$ cat src/rtl/nshf_pkg.sv
// Package of the NMEA sentence header filter: constants, register indexes and
// the command and status types between controller and datapath. No dependencies.
package nshf_pkg;

   localparam int CAPACITY_DEF = 64;
   localparam int HDR_LEN      = 5;
   localparam int HEADER_SPAN  = 6;
   localparam int CSR_ADDR_W   = 3;
   localparam int CSR_DATA_W   = 8;

   localparam logic [7:0] CH_DOLLAR = 8'h24;
   localparam logic [7:0] CH_CR     = 8'h0D;

   localparam logic [CSR_ADDR_W-1:0] CSR_HDR_ONE   = 3'd0;
   localparam logic [CSR_ADDR_W-1:0] CSR_HDR_TWO   = 3'd1;
   localparam logic [CSR_ADDR_W-1:0] CSR_HDR_THREE = 3'd2;
   localparam logic [CSR_ADDR_W-1:0] CSR_HDR_FOUR  = 3'd3;
   localparam logic [CSR_ADDR_W-1:0] CSR_HDR_FIVE  = 3'd4;

   localparam logic [7:0] HDR_RESET [HDR_LEN] = '{8'd71, 8'd80, 8'd82, 8'd77, 8'd67};

   typedef struct packed {
      logic capture;
      logic load_rd;
      logic issue;
      logic clear;
   } cmd_type;

   typedef struct packed {
      logic active;
      logic is_dollar;
      logic is_cr;
      logic rd_last;
      logic slot_free;
   } sts_type;

endpackage

$ cat src/rtl/nshf_ctrl.sv
// Controller of the NMEA sentence header filter: accept and emit state machine.
// Depends on nshf_pkg; drives the commands of nshf_dp from its status.
module nshf_ctrl (
   input  logic             clock,
   input  logic             reset,
   input  logic             req_tvalid,
   output logic             req_tready,
   input  nshf_pkg::sts_type sts,
   output nshf_pkg::cmd_type cmd
);
   import nshf_pkg::*;

   typedef enum logic {
      ST_ACCEPT,
      ST_EMIT
   } state_type;

   state_type state_ff, state_in;
   logic      req_tready_ff;
   logic      take;

   assign req_tready = req_tready_ff;
   assign take       = req_tvalid && req_tready_ff;

   always_comb begin
      state_in = state_ff;
      cmd      = '0;
      case (state_ff)
         ST_ACCEPT: begin
            if (take) begin
               if (sts.active && sts.is_cr) begin
                  cmd.load_rd = 1'b1;
                  state_in    = ST_EMIT;
               end else if (sts.active || sts.is_dollar) begin
                  cmd.capture = 1'b1;
               end
            end
         end
         ST_EMIT: begin
            if (sts.slot_free) begin
               cmd.issue = 1'b1;
               if (sts.rd_last) begin
                  cmd.clear = 1'b1;
                  state_in  = ST_ACCEPT;
               end
            end
         end
         default: begin
            state_in = ST_ACCEPT;
         end
      endcase
   end

   always_ff @(posedge clock) begin
      if (reset) begin
         state_ff      <= ST_ACCEPT;
         req_tready_ff <= 1'b0;
      end else begin
         state_ff      <= state_in;
         req_tready_ff <= (state_in == ST_ACCEPT);
      end
   end

endmodule

$ cat src/rtl/nshf_dp.sv
// Datapath of the NMEA sentence header filter: header registers, line memory,
// capture counters and the result register. Depends on nshf_pkg.
module nshf_dp #(
   parameter int CAPACITY = nshf_pkg::CAPACITY_DEF
) (
   input  logic                              clock,
   input  logic                              reset,
   input  logic [7:0]                        req_tdata,
   input  logic                              csr_we,
   input  logic [nshf_pkg::CSR_ADDR_W-1:0]   csr_addr,
   input  logic [nshf_pkg::CSR_DATA_W-1:0]   csr_wdata,
   input  nshf_pkg::cmd_type                 cmd,
   output nshf_pkg::sts_type                 sts,
   output logic                              rsp_tvalid,
   input  logic                              rsp_tready,
   output logic [7:0]                        rsp_tdata,
   output logic                              rsp_tlast,
   output logic                              rsp_tuser
);
   import nshf_pkg::*;

   localparam int CNT_W = $clog2(CAPACITY + 1);
   localparam int IDX_W = $clog2(CAPACITY);

   logic [7:0]       hdr_ff [HDR_LEN];
   logic [7:0]       mem [CAPACITY];
   logic [CNT_W-1:0] count_ff;
   logic             mism_ff;
   logic             drop_ff;
   logic [IDX_W-1:0] rd_ptr_ff;
   logic             rsp_valid_ff;
   logic [7:0]       rsp_data_ff;
   logic             rsp_last_ff;
   logic             rsp_ovf_ff;

   logic             full;
   logic             hdr_miss;
   logic             miss_in;
   logic             abandon;

   assign full = (count_ff == CNT_W'(CAPACITY));

   always_comb begin
      hdr_miss = 1'b0;
      for (int i = 0; i < HDR_LEN; i++) begin
         if (count_ff == CNT_W'(i + 1) && req_tdata != hdr_ff[i]) begin
            hdr_miss = 1'b1;
         end
      end
   end

   assign miss_in = mism_ff || hdr_miss;
   assign abandon = (count_ff == CNT_W'(HEADER_SPAN - 1)) && miss_in;

   assign sts.active    = (count_ff != '0);
   assign sts.is_dollar = (req_tdata == CH_DOLLAR);
   assign sts.is_cr     = (req_tdata == CH_CR);
   assign sts.rd_last   = ((CNT_W'(rd_ptr_ff) + CNT_W'(1)) == count_ff);
   assign sts.slot_free = !rsp_valid_ff || rsp_tready;

   assign rsp_tvalid = rsp_valid_ff;
   assign rsp_tdata  = rsp_data_ff;
   assign rsp_tlast  = rsp_last_ff;
   assign rsp_tuser  = rsp_ovf_ff;

   always_ff @(posedge clock) begin
      if (reset) begin
         for (int i = 0; i < HDR_LEN; i++) begin
            hdr_ff[i] <= HDR_RESET[i];
         end
         count_ff     <= '0;
         mism_ff      <= 1'b0;
         drop_ff      <= 1'b0;
         rd_ptr_ff    <= '0;
         rsp_valid_ff <= 1'b0;
      end else begin
         if (csr_we) begin
            case (csr_addr)
               CSR_HDR_ONE:   hdr_ff[0] <= csr_wdata;
               CSR_HDR_TWO:   hdr_ff[1] <= csr_wdata;
               CSR_HDR_THREE: hdr_ff[2] <= csr_wdata;
               CSR_HDR_FOUR:  hdr_ff[3] <= csr_wdata;
               CSR_HDR_FIVE:  hdr_ff[4] <= csr_wdata;
               default: begin
               end
            endcase
         end
         if (cmd.capture) begin
            if (abandon) begin
               count_ff <= '0;
               mism_ff  <= 1'b0;
               drop_ff  <= 1'b0;
            end else begin
               mism_ff <= miss_in;
               if (full) begin
                  drop_ff <= 1'b1;
               end else begin
                  count_ff <= count_ff + CNT_W'(1);
               end
            end
         end
         if (cmd.clear) begin
            count_ff <= '0;
            mism_ff  <= 1'b0;
            drop_ff  <= 1'b0;
         end
         if (cmd.load_rd) begin
            rd_ptr_ff <= '0;
         end else if (cmd.issue) begin
            rd_ptr_ff <= rd_ptr_ff + IDX_W'(1);
         end
         if (cmd.issue) begin
            rsp_valid_ff <= 1'b1;
         end else if (rsp_tready) begin
            rsp_valid_ff <= 1'b0;
         end
      end
   end

   always_ff @(posedge clock) begin
      if (cmd.capture && !full) begin
         mem[count_ff[IDX_W-1:0]] <= req_tdata;
      end
      if (cmd.issue) begin
         rsp_data_ff <= mem[rd_ptr_ff];
         rsp_last_ff <= sts.rd_last;
         rsp_ovf_ff  <= drop_ff;
      end
   end

endmodule

$ cat src/rtl/nmea_sentence_header_filter.sv
// Top level of the NMEA sentence header filter.
// Depends on nshf_pkg, nshf_ctrl and nshf_dp.
//
// The req_ channel takes one received byte per transaction. Outside a sentence
// every byte but '$' is dropped; a '$' opens capture into a line memory of
// CAPACITY bytes. Positions 1 to 5 are compared with the five header
// characters written through the csr_ port (index 0 to 4); on a mismatch the
// capture is abandoned at the sixth byte. A carriage return closes the capture
// and the stored sentence leaves on the rsp_ channel, one byte per
// transaction, with rsp_tlast on the final byte and rsp_tuser set on every
// byte when bytes beyond capacity were dropped.
// Throughput: one input byte per cycle outside the emit state. A carriage
// return holds req_tready low while the stored bytes are read through the
// line memory's one read port; rsp_tvalid rises when the emit state issues
// the first byte. The result register lets the next sentence start while
// the final byte still waits. When the receiver stalls, the output holds
// and reading of the line memory pauses. Synchronous reset restores the
// default header "GPRMC", ends any capture and empties the result register.
module nmea_sentence_header_filter #(
   parameter int CAPACITY = nshf_pkg::CAPACITY_DEF
) (
   input  logic                            clock,
   input  logic                            reset,
   input  logic                            req_tvalid,
   output logic                            req_tready,
   input  logic [7:0]                      req_tdata,   // [7:0] rx_byte
   output logic                            rsp_tvalid,
   input  logic                            rsp_tready,
   output logic [7:0]                      rsp_tdata,   // [7:0] sentence_byte
   output logic                            rsp_tlast,
   output logic                            rsp_tuser,   // [0] overflowed
   input  logic                            csr_we,
   input  logic [nshf_pkg::CSR_ADDR_W-1:0] csr_addr,
   input  logic [nshf_pkg::CSR_DATA_W-1:0] csr_wdata
);
   import nshf_pkg::*;

   cmd_type cmd;
   sts_type sts;

   nshf_ctrl u_ctrl (
      .clock      (clock),
      .reset      (reset),
      .req_tvalid (req_tvalid),
      .req_tready (req_tready),
      .sts        (sts),
      .cmd        (cmd)
   );

   nshf_dp #(
      .CAPACITY (CAPACITY)
   ) u_dp (
      .clock      (clock),
      .reset      (reset),
      .req_tdata  (req_tdata),
      .csr_we     (csr_we),
      .csr_addr   (csr_addr),
      .csr_wdata  (csr_wdata),
      .cmd        (cmd),
      .sts        (sts),
      .rsp_tvalid (rsp_tvalid),
      .rsp_tready (rsp_tready),
      .rsp_tdata  (rsp_tdata),
      .rsp_tlast  (rsp_tlast),
      .rsp_tuser  (rsp_tuser)
   );

endmodule

$ cat config.mk
export PLATFORM = sky130hd
export DESIGN_NAME = nmea_sentence_header_filter
export DESIGN_NICKNAME = d
export VERILOG_FILES = /design/src/rtl/nshf_pkg.sv /design/src/rtl/nshf_ctrl.sv /design/src/rtl/nshf_dp.sv /design/src/rtl/nmea_sentence_header_filter.sv
export SDC_FILE = /design/constraint.sdc
export NUM_CORES = 1
export LEC_CHECK = 0
export ABC_AREA = 0
export BUFFER_PORTS_ARGS = -buffer_cell sky130_fd_sc_hd__buf_2
export CAP_MARGIN = 20
export CORE_MARGIN = 2
export CORE_UTILIZATION = 58
export DETAILED_ROUTE_END_ITERATION = 8
export PLACE_DENSITY_LB_ADDON = 0.12
export SLEW_MARGIN = 20
export SYNTH_ARGS = -nofsm -noshare
export SYNTH_HDL_FRONTEND = slang
export SYNTH_SLANG_ARGS = --single-unit
$ cat constraint.sdc
create_clock -name clock -period 6 [get_ports clock]
set_clock_uncertainty 0.15 [all_clocks]
set_input_delay 0.9 -clock clock [delete_from_list [all_inputs] [get_ports clock]]
set_output_delay 0.9 -clock clock [all_outputs]
set_load 0.05 [all_outputs]
Yosys cells after proc, flatten, opt, wreduce, memory -nomap -nowiden
Memory sizes are Yosys's and may differ from the RTL's. A register that Yosys moved wholly into a read port is not among the register bits.
Index checks and enable logic that the tools add are counted.
{"block": "totals", "register_bits": 20, "ram_bits": 552, "in_bits": 24, "out_inout_bits": 12, "wordCells": 115, "mem_count": 2}
{"block": "op_classes", "add_sub_neg": 3, "eq_ne": 19, "mux": 53, "bitwise_logic": 7, "n_reduce_logical": 22}
{"memory": "u_dp.mem", "words": 64, "word_bits": 8, "rd": 1, "rd_ports_with_merged_regs": 1, "wr": 1, "line_no": "nshf_dp.sv:26", "rtl": "logic [7:0] mem [CAPACITY];"}
{"memory": "u_dp.hdr_ff", "words": 5, "word_bits": 8, "rd": 5, "rd_ports_with_merged_regs": 0, "wr": 5, "line_no": "nshf_dp.sv:25", "rtl": "logic [7:0] hdr_ff [HDR_LEN];"}
{"op": "1-bit 2-to-1 mux", "count": 41}
{"op": "8-bit 2-to-1 mux", "count": 5}
{"op": "8-bit != test", "count": 5}
{"op": "7-bit by 2-bit == test with 1-bit output (second input constant)", "count": 2}
{"op": "7-bit by 3-bit == test with 1-bit output (second input constant)", "count": 2}
{"op": "7-bit 2-to-1 mux", "count": 2}
{"op": "1-bit logical AND", "count": 9}
{"op": "8-bit by 4-bit == test with 1-bit output (second input constant)", "count": 1}
{"op": "8-bit by 6-bit == test with 1-bit output (second input constant)", "count": 1}
{"op": "2-bit 2-to-1 mux", "count": 4}
{"op": "6-bit by 1-bit adder with 7-bit output (second input constant)", "count": 1}
{"op": "7-bit by 1-bit adder with 7-bit output (second input constant)", "count": 1}
{"op": "7-bit by 1-bit == test with 1-bit output (second input constant)", "count": 1}
{"op": "7-bit == test", "count": 1}
{"op": "7-bit == test (second input constant)", "count": 1}
{"op": "7-bit nonzero test", "count": 1}
{"op": "6-bit by 1-bit adder with 6-bit output (second input constant)", "count": 1}
{"op": "3-bit by 2-bit == test with 1-bit output (second input constant)", "count": 2}
{"op": "1-bit OR", "count": 5}
{"op": "2-bit AND reduction", "count": 2}
{"op": "2-bit nonzero test", "count": 2}
{"op": "2-bit OR reduction", "count": 2}
{"op": "3-bit by 1-bit == test with 1-bit output (second input constant)", "count": 1}
{"op": "3-bit == test (second input constant)", "count": 1}
{"op": "other kinds (6)", "count": 10}

Depth between registers and ports, before layout
{"block": "logic_depth", "ltp_word": 11, "depth_mapped": 10}

Hierarchy
A second synthesis with hierarchy kept.
{"block": "hier_totals", "hier_cells": 1124, "area_unflattened_um2": 23157.2}
{"module": "nshf_dp", "instances": 1, "cells_each": 1109, "area_per_inst_um2": 23014.6, "seq_area_each_um2": 17196.5}
{"module": "nshf_ctrl", "instances": 1, "cells_each": 15, "area_per_inst_um2": 142.6, "seq_area_each_um2": 40.0}

Worst setup path before layout
No wires, ideal clock.
{"block": "synth_timing", "path_type": "input to register", "startpoint": "input port req_tdata[3]", "endpoint": "memory u_dp.mem[11][0], enable pin", "setup_ns": 0.383, "arrival_time_ns": 2.899, "t_required_ns": 5.467, "setup_slack_ns": 2.568, "stages": 8, "path_cell_list": "clkbuf_1 > nor4bb_1 > nand4b_4 > o21ai_2 > nand2_1 > buf_2 > buf_2 > nor3_1"}
{"block": "synth_between", "elab_chain_len": 9, "elab_cells_between_ends": 11, "classes_between": "eq/ne: 2; mux: 6; reduce/logical: 3"}
{"element": "start: declaration", "line_no": "nmea_sentence_header_filter.sv:26", "rtl": "input logic [7:0] req_tdata,"}
{"element": "8-bit by 6-bit == test with 1-bit output", "line_no": "nshf_dp.sv:56", "rtl": "assign sts.is_dollar = (req_tdata == CH_DOLLAR);"}
{"element": "1-bit logical OR", "line_no": "nshf_ctrl.sv:34", "rtl": "end else if (sts.active || sts.is_dollar) begin"}
{"element": "1-bit 2-to-1 mux", "line_no": "nshf_ctrl.sv:34"}
{"element": "1-bit 2-to-1 mux *", "line_no": "nshf_ctrl.sv:31", "rtl": "if (sts.active && sts.is_cr) begin"}
{"element": "2-bit 2-to-1 mux *", "line_no": "nshf_ctrl.sv:30", "rtl": "if (take) begin"}
{"element": "2-bit 2-to-1 mux *", "line_no": "nshf_ctrl.sv:28", "rtl": "case (state_ff)"}
{"element": "1-bit logical AND *", "line_no": "nshf_dp.sv:121", "rtl": "if (cmd.capture && !full) begin"}
{"element": "1-bit 2-to-1 mux *", "line_no": "nshf_dp.sv:121"}
{"element": "1-bit 2-to-1 mux (implied by the code) *", "line_no": "nshf_dp.sv:122", "rtl": "mem[count_ff[IDX_W-1:0]] <= req_tdata;"}
{"element": "end: declaration", "line_no": "nshf_dp.sv:26"}
Mark *: on every way between the ends. The rest lies on a longest branch, timed or not.

Worst setup path in the final report
{"block": "layout_timing", "startpoint": "register u_dp.count_ff[0]", "endpoint": "memory u_dp.mem[14][6], enable pin"}
{"block": "layout_between", "elab_chain_len": 9, "elab_cells_between_ends": 12, "classes_between": "eq/ne: 1; mux: 6; reduce/logical: 5"}
{"element": "start: declaration", "line_no": "nshf_dp.sv:27", "rtl": "logic [CNT_W-1:0] count_ff;"}
{"element": "start signal: assignment", "line_no": "nshf_dp.sv:98", "rtl": "count_ff <= count_ff + CNT_W'(1);"}
{"element": "7-bit nonzero test", "line_no": "nshf_dp.sv:55", "rtl": "assign sts.active = (count_ff != '0);"}
{"element": "1-bit logical OR", "line_no": "nshf_ctrl.sv:34"}
{"element": "1-bit 2-to-1 mux", "line_no": "nshf_ctrl.sv:34"}
{"element": "1-bit 2-to-1 mux", "line_no": "nshf_ctrl.sv:31"}
{"element": "2-bit 2-to-1 mux", "line_no": "nshf_ctrl.sv:30"}
{"element": "2-bit 2-to-1 mux", "line_no": "nshf_ctrl.sv:28"}
{"element": "1-bit logical AND", "line_no": "nshf_dp.sv:121"}
{"element": "1-bit 2-to-1 mux", "line_no": "nshf_dp.sv:121"}
{"element": "1-bit 2-to-1 mux (implied by the code)", "line_no": "nshf_dp.sv:122"}
Several ways; a longest one is shown, not always the timed one.

==> metrics <==
Clock Pin Slew Worst Setup and Hold Paths=roughly 0.060 ns; chip width=~200 um; Crit path required time=~6 ns; Clock Latency Late Sink=around 0.60 ns; postcts setup bufs=0; met1 GRT Util=38.9%; Mapped Cells=between 1,000 and 1,500; Arr. time, crit path=4.22 ns; Max VDD drop=~0.3 mV; endpoints failing hold=0; Maximum Capacitance Violations=0; CTS tree=done; P&R area growth vs syn=11.4%; worst path cell trace=inv_1 > ha_1 > or4b_4 > nand4b_4 > o21ai_2 > nand2_1 > or2_1 > nor2_1; Syn Area/Cell=approximately 20 um^2; GRT Max-Usage Layer=met1; Worst slew margin=28.2%; number of global-route vias before repair=11,300; die height=around 200 um; Max Buffers Root-to-Sink=3; grt met2 use=38.6%; Final HPWL DP=approximately 30,000 um; core area=~40,000 um^2; worst hold-check path type=in2reg; status=finished clean; pre-CTS setup slack=1.34 ns; CTS Buf Count=56; Max Fanout on Critical Path=20; DR vias/cell=6.44; antenna-violating nets left=0; WP buf/inv=1; pin count of the biggest net entering global routing=71; Final GP Congestion=a little over 0.8; CP delay by family, top=simple AND/OR/NAND/NOR gates; yosys warns=0; post-cts sizing count=0; H-Tree Depth=2; max incr delay on CP=between 0.6 and 0.7 ns; hold_sp=reset; WS Path Type=reg2reg; Post-Syn Nets=approximately 1,200; EDFF count, synth=~560; Post-synth ARST share=0%; unrepaired setup endpoints after global routing=false; Final WS setup=1.85 ns; first-pass GRT wire length=between 70,000 and 80,000 um; final net count=roughly 1,200; Port Buffer Count=35; initial antenna violation count=1; Seq/Total Area, Yosys=around 74%; clock sinks=580; Total GRT Usage=approximately a quarter; grt ovf=0; crit share post-route=69.1%; total vias in the final route=11,300; setup TNS=0 ns; hold buffers post-CTS=0; diode count=0; final setup fails=0; Slew Limit Fails=0; Netlist cell types=between 50 and 60; Synth Register Bits=580; DRC errors left=0; Critical path origin=u_dp.count_ff[0]$_SDFFE_PP0P_; post-DR wirelength/cell=about 29 um; final wirelength=~50,000 um; synthesized area=between 20,000 and 25,000 um^2; I/O pins=36; initial core utilization=58.6%; Detailed Routing Iterations Pass 1=5; PwrDens=319 nW/um^2; fmax=around 240 MHz; Main synth FF type=edfxtp_1; static leakage=7.91 nW; CP Launch Type=flip-flop; # rows=73; 1st-iter DRT viols=around 1,300; GR Util met3=between 3 and 4%; crit end category=flip-flop; Final min period=about 4.1 ns; layout cell share with drive strength beyond 1=a little over a quarter; R2R Setup Slk=1.85 ns; Crit-path slowest cell=nand2_1; worst r2r src=u_dp.count_ff[0]$_SDFFE_PP0P_; Die Area=roughly 42,000 um^2; worst slew pin tran=around 1.1 ns; Clock Tree Root=clkbuf_16
[stage by stage]
stage          power (mW)  instance area, um^2  utilization (%)  hold WS [ns]  cells
2_1_floorplan        4.61                23200                -         0.259   1131
3_3_place_gp         4.69                23900             60.4         0.330   1646
3_5_place_dp         4.70                23900             60.4         0.338   1646
4_1_cts              8.30                25800             65.2         0.355   1750
5_1_grt              8.46                25800             65.3         0.362   1751
6_report             8.24                25800             65.3         0.376   1751
[cell usage after synthesis (all sizes together) (11+ instances only)]
library cell | count | share of area (%)
a22oi | 16 | 0.52
and2 | 11 | 0.30
buf | 48 | 1.1
clkbuf | 19 | 0.31
dfxtp | 18 | 1.6
edfxtp | 562 | 73
mux4 | 160 | 16
nand2 | 35 | 0.57
nand3 | 17 | 0.39
nand4 | 11 | 0.30
nor2 | 67 | 1.2
nor3 | 21 | 0.48
xnor2 | 23 | 0.87
xor2 | 33 | 1.2
[registers in the layout, summed over array words and instances, names as in the netlist, 6 cells and up]
signal and cells:
u_dp.count_ff 7, u_dp.mem 512, u_dp.rd_ptr_ff 6, u_dp.rsp_tdata 8, u_dp.hdr_ff 40
[cells by family (layout without fill, tap and decap cells)]
group                    Yosys count  in the layout  synth area share (%)
adder cells (fa/ha/maj)            5              5                 0.270
AND/OR/NAND/NOR                  206            206                  4.62
XOR/XNOR                          56             56                  2.12
AO/OA/AOI/OAI                     50             50                  1.55
flip-flops                       580            580                  74.4
multiplexers                     160            160                  15.5
buffers and inverters             74            169                  1.51
[cell usage in the layout, fill, tap and decap left out, types with 11 or more instances in the layout]
cell,instances
mux4_2,160
nand2_1,35
clkinv_1,12
nor2_1,59
nor3_1,17
dfxtp_1,14
nand3_1,16
nand4_1,11
clkinv_2,14
clkbuf_16,57
and2_1,11
edfxtp_1,562
buf_2,35
xor2_1,33
buf_4,20
xnor2_1,23
a22oi_1,16
[worst paths after layout]
kind,cells past startpoint,end
min reg2reg,0,u_dp.rsp_tuser$_DFFE_PP_
max,8,u_dp.mem[14][6]$_DFFE_PP_
max reg2reg,8,u_dp.mem[14][6]$_DFFE_PP_
min,2,u_ctrl.req_tready$_SDFF_PP0_
[area by class of cell]
class / count / area, um^2
sequential: 580 / 17200
fill: 2585 / 13700
multi-input combinational: 477 / 5600
clock buffer: 65 / 1460
tap: 525 / 657
clock inverter: 39 / 444
timing repair buffer: 58 / 393
inverter: 7 / 26.3
[worst reg2reg max path: cells and delay by family (launching register included)]
family / cells / cell delay, ns
buffers and inverters: 1 / 0.18
AOI/OAI and AO/OA: 1 / 0.16
adders and majority gates: 1 / 0.17
DFF: 1 / 0.42
and+or+nand+nor: 5 / 2.70
[where the power goes]
group,total [mW],leakage [nW],internal (mW),switching (mW)
sequential,4.47,5.23,4.46,0.00977
clock,3.64,0.935,2.16,1.47
combinational,0.137,1.74,0.0320,0.105
total,8.24,7.91,6.66,1.59
[per-layer routing]
metal	part of all wire, %	routed length [um]
met3	6.4	3200
met2	48	24000
met5	0	0
met1	44	22000
met4	1.9	969
Power figures use the tool's default switching activity.
